$ cat config.mk
export PLATFORM = sky130hd
export DESIGN_NAME = glyph_upscale_with_rounding_unit
export DESIGN_NICKNAME = d
export VERILOG_FILES = /design/src/rtl/gup_pkg.sv /design/src/rtl/gup_round_lane.sv /design/src/rtl/gup_scan_store.sv /design/src/rtl/glyph_upscale_with_rounding_unit.sv
export VERILOG_INCLUDE_DIRS = /design/src /design/src/rtl
export SDC_FILE = /design/constraint.sdc
export NUM_CORES = 1
export LEC_CHECK = 0
export BUFFER_PORTS_ARGS = -buffer_cell sky130_fd_sc_hd__buf_2
export CORE_UTILIZATION = 40
export CTS_CLUSTER_DIAMETER = 30
export DETAILED_ROUTE_END_ITERATION = 10
export PLACE_DENSITY_LB_ADDON = 0.08
export REMOVE_ABC_BUFFERS = 1
export SYNTH_ARGS = -nofsm -noshare
export SYNTH_HDL_FRONTEND = slang
export SYNTH_SLANG_ARGS = --single-unit
$ cat constraint.sdc
create_clock -name clock -period 7.3 [get_ports clock]
set_input_delay 1.46 -clock clock [delete_from_list [all_inputs] [get_ports clock]]
set_output_delay 1.46 -clock clock [all_outputs]
set_load 0.005 [all_outputs]
$ cat src/rtl/glyph_upscale_with_rounding_unit_macros.svh
// Assertion macros for the glyph upscale and rounding unit.
// Included by rtl/glyph_upscale_with_rounding_unit.sv; no other dependencies.
`ifndef GLYPH_UPSCALE_WITH_ROUNDING_UNIT_MACROS_SVH
`define GLYPH_UPSCALE_WITH_ROUNDING_UNIT_MACROS_SVH
`ifndef NO_ASSERTIONS
// checked only outside reset
`define GUP_ASSERT(lbl, clk, rst, prop) \
   lbl: assert property (@(posedge clk) disable iff (rst) prop) \
      else $error("glyph unit assertion failed");
// checked on every edge, reset included
`define GUP_ASSERT_ALWAYS(lbl, clk, prop) \
   lbl: assert property (@(posedge clk) prop) \
      else $error("glyph unit assertion failed");
`else
`define GUP_ASSERT(lbl, clk, rst, prop)
`define GUP_ASSERT_ALWAYS(lbl, clk, prop)
`endif
`endif

$ cat src/rtl/gup_pkg.sv
// Shared types, constants and helper functions for the glyph upscale unit.
// Standalone; used by every module under rtl/.
package gup_pkg;

   localparam int SRC_ROWS  = 9;
   localparam int OUT_ROWS  = 20;
   localparam int HALF_ROWS = OUT_ROWS / 2;
   localparam int ROW_W     = 5;
   localparam int PIX_W     = 11;
   localparam int CODE_W    = 8;
   localparam int IDX_W     = 5;
   localparam int MODE_W    = 2;
   localparam int PAIRS     = (PIX_W - 1) / 2;

   localparam logic [IDX_W-1:0] LAST_SCAN = IDX_W'(OUT_ROWS - 1);
   localparam logic [IDX_W-1:0] HALF_BASE = IDX_W'(HALF_ROWS);

   localparam logic [MODE_W-1:0] MODE_NORMAL = 2'd0;
   localparam logic [MODE_W-1:0] MODE_UPPER  = 2'd1;
   localparam logic [MODE_W-1:0] MODE_LOWER  = 2'd2;

   typedef logic [PIX_W-1:0] pix_type;
   typedef logic [ROW_W-1:0] src_type;

   typedef struct packed {
      logic              load;
      logic [MODE_W-1:0] mode;
      logic [IDX_W-1:0]  scan;
   } rd_ctl_type;

   // every source pixel becomes two adjacent pixels; bit 10 stays clear
   function automatic pix_type widen(input src_type p);
      pix_type w;
      w = '0;
      for (int j = 0; j < ROW_W; j++) begin
         w[2*j]   = p[j];
         w[2*j+1] = p[j];
      end
      return w;
   endfunction

endpackage

$ cat src/rtl/gup_round_lane.sv
// One rounding lane: diagonal smoothing of one scanline against its neighbor row.
// Depends on gup_pkg.
module gup_round_lane (
   input  gup_pkg::pix_type own_pix,
   input  gup_pkg::pix_type other_pix,
   output gup_pkg::pix_type round_pix
);

   assign round_pix[0] = own_pix[0];

   // bit pairs (even hi, odd lo) are independent: the even bit looks at the raw
   // bit below it, the odd bit at the freshly rounded bit above it
   for (genvar p = 0; p < gup_pkg::PAIRS; p++) begin : g_pair
      localparam int HI = 2 * p + 2;
      localparam int LO = 2 * p + 1;
      logic new_hi;
      assign new_hi = own_pix[HI] | (other_pix[HI] & own_pix[LO] & ~other_pix[LO]);
      assign round_pix[HI] = new_hi;
      assign round_pix[LO] = own_pix[LO] | (other_pix[LO] & new_hi & ~other_pix[HI]);
   end

endmodule

$ cat src/rtl/gup_scan_store.sv
// Merge stage: holds the finished scanlines of one item and reads one per cycle.
// Depends on gup_pkg.
module gup_scan_store (
   input  logic                                           clock,
   input  gup_pkg::rd_ctl_type                            ctl,
   input  logic [gup_pkg::OUT_ROWS-1:0][gup_pkg::PIX_W-1:0] rows_in,
   output gup_pkg::pix_type                               pix_out
);

   logic [gup_pkg::OUT_ROWS-1:0][gup_pkg::PIX_W-1:0] rows_ff;
   gup_pkg::pix_type                                 pix_ff;
   logic [gup_pkg::IDX_W-1:0]                        row_sel;
   logic [gup_pkg::IDX_W-1:0]                        half_sel;

   assign half_sel = {1'b0, ctl.scan[gup_pkg::IDX_W-1:1]};

   always_comb begin
      case (ctl.mode)
         gup_pkg::MODE_UPPER: row_sel = half_sel;
         gup_pkg::MODE_LOWER: row_sel = gup_pkg::IDX_W'(gup_pkg::HALF_BASE + half_sel);
         default:             row_sel = ctl.scan;
      endcase
   end

   always_ff @(posedge clock) begin
      if (ctl.load) begin
         rows_ff <= rows_in;
      end
      pix_ff <= rows_ff[row_sel];
   end

   assign pix_out = pix_ff;

endmodule

$ cat src/rtl/glyph_upscale_with_rounding_unit.sv
// Top level of the glyph upscale and rounding unit: control, rounding lanes, outputs.
// Depends on gup_pkg, gup_round_lane, gup_scan_store and the assertion macro header.
//
//   channel   ports                                   direction  handshake
//   request   start, busy, req_glyph_code, req_source_row_0..8   in   start & !busy
//   response  rsp_valid, rsp_slot_echo, rsp_scan_index,
//             rsp_scan_pixels, rsp_last_scan          out        rsp_valid, one cycle
//   csr       csr_valid, csr_ready, csr_wdata         in         valid & ready
//
// Each item yields 20 scanlines, one per cycle, paced by the scanline counter. Sixteen
// lanes round scanlines 3 to 18 in the accept cycle. busy drops during the last
// scanline, so the next item enters without a gap. After accept, the first scanline
// passes the control registers, then the output registers. Synchronous reset clears
// control and the height mode. The response side cannot stall; csr_ready is always high.
`include "glyph_upscale_with_rounding_unit_macros.svh"
module glyph_upscale_with_rounding_unit (
   input  logic                          clock,
   input  logic                          reset,
   input  logic                          start,
   output logic                          busy,
   input  logic [gup_pkg::CODE_W-1:0]    req_glyph_code,
   input  logic [gup_pkg::ROW_W-1:0]     req_source_row_0,
   input  logic [gup_pkg::ROW_W-1:0]     req_source_row_1,
   input  logic [gup_pkg::ROW_W-1:0]     req_source_row_2,
   input  logic [gup_pkg::ROW_W-1:0]     req_source_row_3,
   input  logic [gup_pkg::ROW_W-1:0]     req_source_row_4,
   input  logic [gup_pkg::ROW_W-1:0]     req_source_row_5,
   input  logic [gup_pkg::ROW_W-1:0]     req_source_row_6,
   input  logic [gup_pkg::ROW_W-1:0]     req_source_row_7,
   input  logic [gup_pkg::ROW_W-1:0]     req_source_row_8,
   output logic                          rsp_valid,
   output logic [gup_pkg::CODE_W-1:0]    rsp_slot_echo,
   output logic [gup_pkg::IDX_W-1:0]     rsp_scan_index,
   output logic [gup_pkg::PIX_W-1:0]     rsp_scan_pixels,
   output logic                          rsp_last_scan,
   input  logic                          csr_valid,
   output logic                          csr_ready,
   input  logic [gup_pkg::MODE_W-1:0]    csr_wdata
);

   logic [gup_pkg::SRC_ROWS-1:0][gup_pkg::ROW_W-1:0] src_rows;
   logic [gup_pkg::OUT_ROWS-1:0][gup_pkg::PIX_W-1:0] fin_rows;

   logic                        accept;
   logic                        active_ff, active_in;
   logic [gup_pkg::IDX_W-1:0]   cnt_ff, cnt_in;
   logic [gup_pkg::MODE_W-1:0]  mode_ff, mode_in;
   logic [gup_pkg::CODE_W-1:0]  code_ff;
   logic                        valid_ff;
   logic [gup_pkg::CODE_W-1:0]  slot_ff;
   logic [gup_pkg::IDX_W-1:0]   idx_ff;
   logic                        last_ff;
   logic                        at_last;
   gup_pkg::rd_ctl_type         rd_ctl;

   assign src_rows[0] = req_source_row_0;
   assign src_rows[1] = req_source_row_1;
   assign src_rows[2] = req_source_row_2;
   assign src_rows[3] = req_source_row_3;
   assign src_rows[4] = req_source_row_4;
   assign src_rows[5] = req_source_row_5;
   assign src_rows[6] = req_source_row_6;
   assign src_rows[7] = req_source_row_7;
   assign src_rows[8] = req_source_row_8;

   // top two scanlines blank, first and last doubled rows unrounded
   assign fin_rows[0] = '0;
   assign fin_rows[1] = '0;
   assign fin_rows[2] = gup_pkg::widen(src_rows[0]);
   assign fin_rows[gup_pkg::OUT_ROWS-1] = gup_pkg::widen(src_rows[gup_pkg::SRC_ROWS-1]);

   // even scanline rounds against the row above, odd against the row below
   for (genvar r = 3; r < gup_pkg::OUT_ROWS - 1; r++) begin : g_lane
      localparam int SRC_IDX   = (r - 2) / 2;
      localparam int OTHER_IDX = (r % 2 == 0) ? SRC_IDX - 1 : SRC_IDX + 1;
      gup_round_lane u_lane (
         .own_pix   (gup_pkg::widen(src_rows[SRC_IDX])),
         .other_pix (gup_pkg::widen(src_rows[OTHER_IDX])),
         .round_pix (fin_rows[r])
      );
   end

   assign at_last   = (cnt_ff == gup_pkg::LAST_SCAN);
   assign busy      = active_ff & ~at_last;
   assign accept    = start & ~busy;
   assign csr_ready = 1'b1;

   always_comb begin
      active_in = active_ff;
      cnt_in    = cnt_ff;
      if (accept) begin
         active_in = 1'b1;
         cnt_in    = '0;
      end else if (active_ff & at_last) begin
         active_in = 1'b0;
      end else if (active_ff) begin
         cnt_in = gup_pkg::IDX_W'(cnt_ff + 1'b1);
      end
      mode_in = (csr_valid & csr_ready) ? csr_wdata : mode_ff;
   end

   always_ff @(posedge clock) begin
      if (reset) begin
         active_ff <= 1'b0;
         cnt_ff    <= '0;
         mode_ff   <= gup_pkg::MODE_NORMAL;
         valid_ff  <= 1'b0;
      end else begin
         active_ff <= active_in;
         cnt_ff    <= cnt_in;
         mode_ff   <= mode_in;
         valid_ff  <= active_ff;
      end
   end

   always_ff @(posedge clock) begin
      if (accept) begin
         code_ff <= req_glyph_code;
      end
      slot_ff <= code_ff;
      idx_ff  <= cnt_ff;
      last_ff <= at_last;
   end

   assign rd_ctl.load = accept;
   assign rd_ctl.mode = mode_ff;
   assign rd_ctl.scan = cnt_ff;

   gup_scan_store u_store (
      .clock   (clock),
      .ctl     (rd_ctl),
      .rows_in (fin_rows),
      .pix_out (rsp_scan_pixels)
   );

   assign rsp_valid      = valid_ff;
   assign rsp_slot_echo  = slot_ff;
   assign rsp_scan_index = idx_ff;
   assign rsp_last_scan  = last_ff & valid_ff;

   `GUP_ASSERT(a_scan_runs_on, clock, reset, (rsp_valid && !rsp_last_scan) |=> (rsp_valid && rsp_scan_index == gup_pkg::IDX_W'($past(rsp_scan_index) + 1'b1)))
   `GUP_ASSERT(a_accept_first, clock, reset, (start && !busy) |-> ##2 (rsp_valid && rsp_scan_index == '0))
   `GUP_ASSERT(a_last_index, clock, reset, rsp_last_scan |-> (rsp_scan_index == gup_pkg::LAST_SCAN))
   `GUP_ASSERT_ALWAYS(a_idle_slot, clock, (active_ff && !busy) |-> at_last)

endmodule

# Word-level counts from Yosys, hierarchy flattened
# Index checks and enable logic that the tools add are counted.
# totals
register_bits,220
latch_bits,0
ram_bits,0
romBits,0
input_bits,59
output_inout_bits,28
elab_cells,477
memories,0
# op_classes
n_addsub,2
mul,0
div_mod_pow,0
n_lt_le_gt_ge,1
n_eq_ne,3
n_shift,0
muxes,5
bitwise,436
n_reduce_logical,3
# op_table
operator,count
1-bit AND,260
1-bit OR,128
11-bit binary-select mux with 5-bit select,1
1-bit inverter,48
11-bit two-way mux,1
5-bit case mux with 2 select lines,1
5-bit by 6-bit less-than comparator with 1-bit output (second input constant),1
4-bit by 4-bit adder with 5-bit output (first input constant),1
5-bit by 1-bit adder with 5-bit output (second input constant),1
5-bit equality test (second input constant),1
2-bit by 1-bit equality test with 1-bit output (second input constant),1
2-bit equality test (second input constant),1
1-bit two-way mux,2
2-bit AND reduction,1
2-bit nonzero test,1
2-bit OR reduction,1

# Longest topological paths before layout
# Gate-level depths: netlist of the first run.
# depth
depth_word,6
ltp_mapped,11
ltp_nobuf,8

# Modules after synthesis
# A second synthesis of the first run with hierarchy kept.
# hier_totals
hier_cells,915
area_unflattened_um2,12264.3
# by_module_without_submodules
module,n_inst,cells_each,area_per_inst_um2,seq_area_each_um2
gup_scan_store,1,432,8780.9,6826.5
gup_round_lane,16,26,157.7,0.0
glyph_upscale_with_rounding_unit,1,67,960.9,700.7

# Worst setup path after synthesis of the first run
# OpenSTA, ideal clock, no wires.
# synth_path
path_kind,input -> register
from,input start
to,register code_ff[0] (netlist name) (enable)
setup_time_ps,540
arrival_time_ps,5106
required_time_ps,6760
slack_ps,1654
stages,1
cell_sequence,and2_1
# synth_via
elab_chain_len,1
# synth_rtl
element,line,rtl
start: declaration,glyph_upscale_with_rounding_unit.sv:19,"input logic start,"
1-bit AND,glyph_upscale_with_rounding_unit.sv:85,assign accept = start & ~busy;
end signal: assignment,glyph_upscale_with_rounding_unit.sv:118,code_ff <= req_glyph_code;
end: declaration,glyph_upscale_with_rounding_unit.sv:48,logic [gup_pkg::CODE_W-1:0] code_ff;
# No other way between the ends.
# A chain may end at the register's enable or synchronous reset.

# Worst setup path after layout of the first run
# layout_path
from,register cnt_ff[2] (netlist name)
to,output busy
# layout_via
elab_chain_len,3
# layout_rtl
element,line,rtl
start: declaration,glyph_upscale_with_rounding_unit.sv:46,"logic [gup_pkg::IDX_W-1:0] cnt_ff, cnt_in;"
start signal: assignment,glyph_upscale_with_rounding_unit.sv:110,cnt_ff <= cnt_in;
5-bit equality test,glyph_upscale_with_rounding_unit.sv:83,assign at_last = (cnt_ff == gup_pkg::LAST_SCAN);
1-bit inverter,glyph_upscale_with_rounding_unit.sv:84,assign busy = active_ff & ~at_last;
1-bit AND,glyph_upscale_with_rounding_unit.sv:84,
end: declaration,glyph_upscale_with_rounding_unit.sv:20,"output logic busy,"
# No other way between the ends.

==> flow_metrics.env, run 1 <==
export IMPL_io_pins=87
export IMPL_ys_ff_latch=193
export IMPL_grt_max_degree=88
export IMPL_cap_violations=0
export IMPL_vias_per_cell=5.503
export IMPL_worst_path_largest_cell_delay_ns=0.48
export IMPL_vias=5811
export IMPL_antenna_cells=0
export IMPL_syn_inst=699
export IMPL_cts_setup_buffers=0
export IMPL_max_vdd_ir_drop_mv=0.1497
export IMPL_power_density_mw_per_mm2=251.4
export IMPL_rsz0062_at_grt="no"
export IMPL_worstHoldPathCells=0
export IMPL_nets=832
export IMPL_yosysSeqAreaShare_pct=62.93
export IMPL_hpwlAfterDp_um=13530
export IMPL_crit_buf_inv=3
export IMPL_cts_max_path_buffers=2
export IMPL_drtAntennaViolNets=0
export IMPL_r2r_end="u_store.pix_out[3]"
export IMPL_p_leak_nw=3.843
export IMPL_worst_pin_slew_ns=1.146
export IMPL_synth_area_leaders="edfxtp_1, dfxtp_1, nand2_1"
export IMPL_rrSetupSlack_ns=4.38
export IMPL_crit_fanout=8
export IMPL_chipWidth_um=149.4
export IMPL_cts_max_level=4
export IMPL_period_needed_ns=3.342
export IMPL_ctsResizeCount=0
export IMPL_avgSynthCellArea_sq_um=12.42
export IMPL_crit_family="flip-flops"
export IMPL_cts_buffers=17
export IMPL_syn_cell_area_sq_mm=0.008685
export IMPL_finalSetupViolations=0
export IMPL_wl_per_cell_um=19.82
export IMPL_synth_main_ff_cell="edfxtp_1"
export IMPL_async_reset_ff_share_pct=0
export IMPL_final_period_utilization_pct=45.78
export IMPL_clk_pin_slew_ns=0.07
export IMPL_worst_setup_path_end_kind="output port"
export IMPL_clock_sinks=193
export IMPL_post_place_ws_ns=4.029
export IMPL_yosys_warnings=0
export IMPL_r2r_start="mode_ff[0]"
export IMPL_finalSetupTns_ns=0
export IMPL_hold_viol=0
export IMPL_dp_cells=1024
export IMPL_arrival_ns=1.88
export IMPL_drt_pass1_iterations=6
export IMPL_clock_skew_final_ns=0.007420
export IMPL_slowest_stage="dfxtp_1"
export IMPL_cp_cell_sequence="inv_1, ha_1, nand3_1, nand2_1, inv_1, buf_2"
export IMPL_status="finished clean"
export IMPL_grt_pass1_wl_um=32740
export IMPL_grt_overflow=0
export IMPL_synth_edff_count=160
export IMPL_die_area_sq_mm=0.02231
export IMPL_finalNonFillerCells=1056
export IMPL_wirelength_um=20930
export IMPL_hold_class="register to register"
export IMPL_syn_to_final_growth_pct=13.60
export IMPL_max_freq_ghz=0.2992
export IMPL_critPathLaunchType="register"
export IMPL_required_ns=5.84
export IMPL_slew_headroom_pct=23.62
export IMPL_drt_iter0_drc=471
export IMPL_grt_pass1_vias=5652
export IMPL_clock_latency_ns=0.44
export IMPL_ys_top_cells_by_count="edfxtp_1, nand2_1, a21o_1, o21bai_1, a21oi_1"
export IMPL_place_congestion=0.8160
export IMPL_hp_start="code_ff[3]"
export IMPL_cts_tree="built"
export IMPL_synth_most_common_cell="edfxtp_1"
export IMPL_hold_end="rsp_slot_echo[3]"
export IMPL_path_class="register to output port"
export IMPL_die_h_um=149.4
export IMPL_setup_ws_ns=3.958
export IMPL_yosysTopAreaCellShare_pct=55.32
export IMPL_core_area_sq_mm=0.02115
export IMPL_finish_utilization_pct=46.64
export IMPL_antenna_found_initial=0
export IMPL_holdBufCountCts=0
export IMPL_core_rowCount=53
export IMPL_cts_root_buf="clkbuf_16"
export IMPL_r2r_cells=8
export IMPL_drive_gt1_share_pct=20.23
export IMPL_port_buffers=84
export IMPL_floorplan_initialDensity_pct=41.05
export IMPL_finalMaxSlewViolations=0
export IMPL_ys_types=45
export IMPL_crit_path_frequent_cell="inv_1"
export IMPL_drc=0
export IMPL_synth_top_area_cell="edfxtp_1"
export IMPL_num_fill_cells=1937
export IMPL_grt_use_total_pct=19.69
==> worst max path at each step <==
stage | end | depth (start not counted) | start | slack [ns]
3_5_place_dp | u_store.rows_ff[144] | 3 | start | 4.03
6_report | busy | 6 | cnt_ff[2] | 3.96
3_3_place_gp | u_store.rows_ff[166] | 3 | start | 4.07
4_1_cts | busy | 6 | cnt_ff[2] | 3.94
5_1_grt | busy | 6 | cnt_ff[2] | 3.80
2_1_floorplan | code_ff[0] | 1 | start | 1.65
==> per-stage QoR <==
stage                     total power [mW]  hold slack, ns  cell area (sq um)
after floorplan                      1.474          0.3233               8458
after global placement               1.586          0.3236               9290
after detailed placement             1.590          0.3294               9290
after CTS                            2.502          0.3456               9866
after global routing                 2.575          0.3487               9866
final                                2.480          0.3441               9866
==> layer usage <==
| layer | up-vias | global-route usage, % | wire length (um) |
|---|---|---|---|
| met5 | - | 0 | 0 |
| met4 | 0 | 6.888 | 262 |
| met3 | 17 | 3.028 | 916 |
| met2 | 143 | 30.72 | 9957 |
| met1 | 2921 | 27.83 | 9795 |
| li1 | 2730 | - | - |
==> registers in the layout, summed over array words and instances, names as in the netlist <==
signal	flops
code_ff	8
rsp_valid	1
u_store.pix_out	10
active_ff	1
mode_ff	2
rsp_scan_index	5
cnt_ff	5
last_ff	1
u_store.rows_ff	152
rsp_slot_echo	8
==> power by group <==
group	leakage (nW)	internal (mW)	switching (mW)
registers	1.78	1.27	0.0212
logic	1.77	0.103	0.171
clock network	0.296	0.499	0.416
==> placed cells by master (no fill, tap or decap), types with 3 or more instances in the layout <==
cell type,count
a31o_2,8
a211oi_1,3
o221ai_1,5
mux2_1,4
clkbuf_16,19
o211ai_1,4
nor2b_1,31
nand2_2,3
nor2_1,18
edfxtp_1,160
nand3_1,12
buf_4,8
dfxtp_1,33
nor3_1,6
o21ai_0,21
o21bai_1,44
mux2i_1,22
a21oi_1,38
o22ai_1,3
mux2_2,5
nand2_1,114
inv_4,5
mux4_2,13
ha_1,5
buf_2,84
inv_1,14
o21ai_1,12
a21o_1,53
==> layout make-up <==
cell class / count / area, sq um / share of cell area, %
clock inverter: 10 / 67.56 / 0.6848
tap: 275 / 344.1 / 3.488
clock buffer: 22 / 508.0 / 5.149
timing repair buffer: 92 / 480.5 / 4.870
inverter: 14 / 52.55 / 0.5327
sequential: 193 / 5465 / 55.40
multi-input combinational: 450 / 2948 / 29.88
==> cell families (layout without fill, tap and decap cells) <==
kind of cell / Yosys count / count (layout) / synth area share (%)
compound gates: 204 / 204 / 15.86
simple gates: 194 / 194 / 9.941
flops: 193 / 193 / 62.93
buf+inv: 56 / 138 / 3.213
mux: 45 / 45 / 7.247
fa+ha+maj: 5 / 5 / 0.7204
other cells: 2 / 2 / 0.08648
No activity file was read; power rests on OpenSTA's default activity.
==> run 2: changes to the inputs <==
--- a/config.mk
+++ b/config.mk
@@ -6,6 +6,7 @@
 export SDC_FILE = /design/constraint.sdc
 export NUM_CORES = 1
 export LEC_CHECK = 0
+export ABC_AREA = 1
 export BUFFER_PORTS_ARGS = -buffer_cell sky130_fd_sc_hd__buf_2
 export CORE_UTILIZATION = 40
 export CTS_CLUSTER_DIAMETER = 30
==> constraint.sdc (replaced) <==
create_clock -name clock -period 3.1 [get_ports clock]
set_input_delay 0.62 -clock clock [delete_from_list [all_inputs] [get_ports clock]]
set_output_delay 0.62 -clock clock [all_outputs]
set_load 0.005 [all_outputs]
==> run 2 against run 1 <==
Against the previous run: clock skew up 0.0034 ns; first-iteration DRC count down 12%; largest cell class unchanged; utilization down 0.39 points; sequential cell count unchanged; register-to-register slack worse by 3.7 ns; count of clock-buffer cells in the layout down 3; critical path type is now register to register; highest routed layer unchanged; area after synthesis up 2.9%.
==> flow_metrics.env, run 2 <==
export IMPL_status="finished clean"
export IMPL_io_pins=87
export IMPL_power_density_mw_per_mm2=596.4
export IMPL_antenna_found_initial=0
export IMPL_vias_per_cell=5.150
export IMPL_finalSetupViolations=0
export IMPL_drc=0
export IMPL_hold_class="register to register"
export IMPL_place_congestion=0.7968
export IMPL_synth_compound_area_share_pct=9.412
export IMPL_hold_viol=0
export IMPL_wl_per_cell_um=16.82
export IMPL_clock_skew_final_ns=0.01083
export IMPL_cts_root_buf="clkbuf_16"
export IMPL_synth_top_family_by_area="simple AND/OR/NAND/NOR gates"
export IMPL_cts_max_level=4
export IMPL_p_leak_nw=4.152
export IMPL_synth_area_leaders="edfxtp_1, nand2_1, nand3_1"
export IMPL_worst_pin_slew_ns=1.103
export IMPL_grt_overflow=0
export IMPL_antenna_cells=0
export IMPL_synth_area_mux_share_pct=0
export IMPL_grt_max_degree=76
export IMPL_finalMaxSlewViolations=0
export IMPL_critPathLaunchType="register"
export IMPL_power_switching_mw=1.627
export IMPL_yosysTopAreaCellShare_pct=53.78
export IMPL_cts_setup_buffers=0
export IMPL_synth_main_ff_cell="edfxtp_1"
export IMPL_synth_top_area_cell="edfxtp_1"
export IMPL_cts_max_path_buffers=2
export IMPL_arrival_ns=2.84
export IMPL_final_period_utilization_pct=79.66
export IMPL_core_area_sq_mm=0.02189
export IMPL_port_buffers=84
export IMPL_slew_headroom_pct=26.48
export IMPL_yosysSeqAreaShare_pct=61.18
export IMPL_grt_use_total_pct=20.15
export IMPL_grt_pass1_vias=6438
export IMPL_ys_top_cells_by_count="nand2_1, edfxtp_1, nand3_1, o21ai_0, inv_1"
export IMPL_post_place_ws_ns=0.6725
export IMPL_crit_fanout=13
export IMPL_path_class="register to register"
export IMPL_ys_ff_latch=193
export IMPL_grt_pass1_wl_um=34440
export IMPL_nets=1054
export IMPL_vias=6608
export IMPL_drtAntennaViolNets=0
export IMPL_final_common_cell="nand2_1"
export IMPL_synth_most_common_cell="nand2_1"
export IMPL_async_reset_ff_share_pct=0
export IMPL_drt_pass1_iterations=5
export IMPL_clk_pin_slew_ns=0.07
export IMPL_floorplan_initialDensity_pct=40.81
export IMPL_ctsResizeCount=0
export IMPL_setup_ws_ns=0.6304
export IMPL_rsz0062_at_grt="no"
export IMPL_syn_to_final_growth_pct=13.32
export IMPL_required_ns=3.47
export IMPL_yosys_warnings=0
export IMPL_cts_tree="built"
export IMPL_swShare_pct=26.94
export IMPL_dp_cells=1251
export IMPL_top_register="u_store.rows_ff"
export IMPL_drt_iter0_drc=414
export IMPL_hpwlAfterDp_um=14050
export IMPL_chipWidth_um=151.4
export IMPL_holdBufCountCts=0
export IMPL_drive_gt1_share_pct=14.86
export IMPL_yosys_area_share_adder_pct=0.7003
export IMPL_ys_types=32
export IMPL_die_area_sq_mm=0.02294
export IMPL_syn_inst=929
export IMPL_pwr_share_comb_pct=13.5
export IMPL_cts_buffers=17
export IMPL_clkPwrFrac_pct=35.9
export IMPL_p_int_mw=4.411
export IMPL_core_rowCount=54
export IMPL_max_vdd_ir_drop_mv=0.3476
export IMPL_synth_xor_area_share_pct=0.09804
export IMPL_cap_violations=0
export IMPL_synth_edff_count=160
export IMPL_worst_setup_path_end_kind="register"
export IMPL_period_needed_ns=2.470
export IMPL_final_cell_mix="nand2_1, edfxtp_1, nand3_1"
export IMPL_clock_sinks=193
export IMPL_die_h_um=151.4
export IMPL_avgSynthCellArea_sq_um=9.616
export IMPL_synth_simple_area_share_pct=20.55
export IMPL_num_fill_cells=2177
export IMPL_largest_register_ffs=152
export IMPL_finalNonFillerCells=1283
export IMPL_syn_cell_area_sq_mm=0.008934
export IMPL_max_freq_ghz=0.4049
export IMPL_p_seq_share_pct=50.6
export IMPL_clock_latency_ns=0.44
export IMPL_finalSetupTns_ns=0
export IMPL_wirelength_um=21580
[run 2: cell types whose count changed in the layout (fill, tap and decap cells not counted), moves of 31 or more]
cell,change
inv_1,+79
o21bai_1,-40
nor2b_1,-31
a21o_1,-53
o21ai_0,+110
nand2_1,+106
nand3_1,+131
[run 2: kinds of logic after synthesis]
logic type	after synthesis
and+or+nand+nor	412
DFF	193
AOI/OAI and AO/OA	161
buffers and inverters	155
adders and majority gates	5
other	2
xor gates and xnor gates	1
[run 2: worst max-delay path: stages, from the launching register on]
cell	delay [ns]
dfxtp_1	0.45
inv_2	0.11
ha_1	0.30
nand2_1	0.09
nand3_2	0.08
nand2_2	0.25
inv_2	0.21
nor2_2	0.42
a21oi_1	0.12
nand2_1	0.12
nand3_1	0.13
nand2_1	0.12
[run 2: per-layer routing]
layer	GRT usage, %	vias to the layer above	routed length, um
met5	0	-	0
met4	6.000	0	205
met3	3.373	16	928
met2	33.24	150	10430
met1	27.07	3155	10020
li1	-	3287	-
[run 2: cell type report]
class | instances | area (sq um) | area share [%]
clock inverter | 13 | 127.6 | 1.261
inverter | 97 | 369.1 | 3.646
tap | 280 | 350.3 | 3.461
clock buffer | 19 | 442.9 | 4.375
sequential | 193 | 5465 | 53.99
multi-input combinational | 581 | 2765 | 27.31
timing repair buffer | 100 | 603.1 | 5.957
[run 2: through the flow]
step	cell area (sq um)	total power [mW]	hold slack, ns	util [%]
finish	10120	6.038	0.3442	46.24
global placement	9553	3.944	0.3265	43.64
detailed placement	9553	3.941	0.3297	43.64
global route	10120	6.305	0.3295	46.24
floorplan	8589	3.578	0.3233	-
CTS	10120	6.101	0.3397	46.24
[run 2: worst paths after layout]
kind                                 start            endpoint  slack [ns]  cells after the start
worst min register to register  code_ff[3]    rsp_slot_echo[3]        0.34                      0
worst min-delay path            code_ff[3]    rsp_slot_echo[3]        0.34                      0
worst max-delay path             cnt_ff[2]  u_store.pix_out[2]        0.63                     11
worst max register to register   cnt_ff[2]  u_store.pix_out[2]        0.63                     11
[run 2: power by group through the flow]
stage          clock [mW]  combinational, mW  sequential, mW
5_1_grt              2.31              0.926            3.07
2_1_floorplan           0              0.443            3.13
3_3_place_gp            0              0.826            3.12
4_1_cts              2.21              0.828            3.06
6_report             2.17              0.815            3.06
3_5_place_dp            0              0.825            3.12
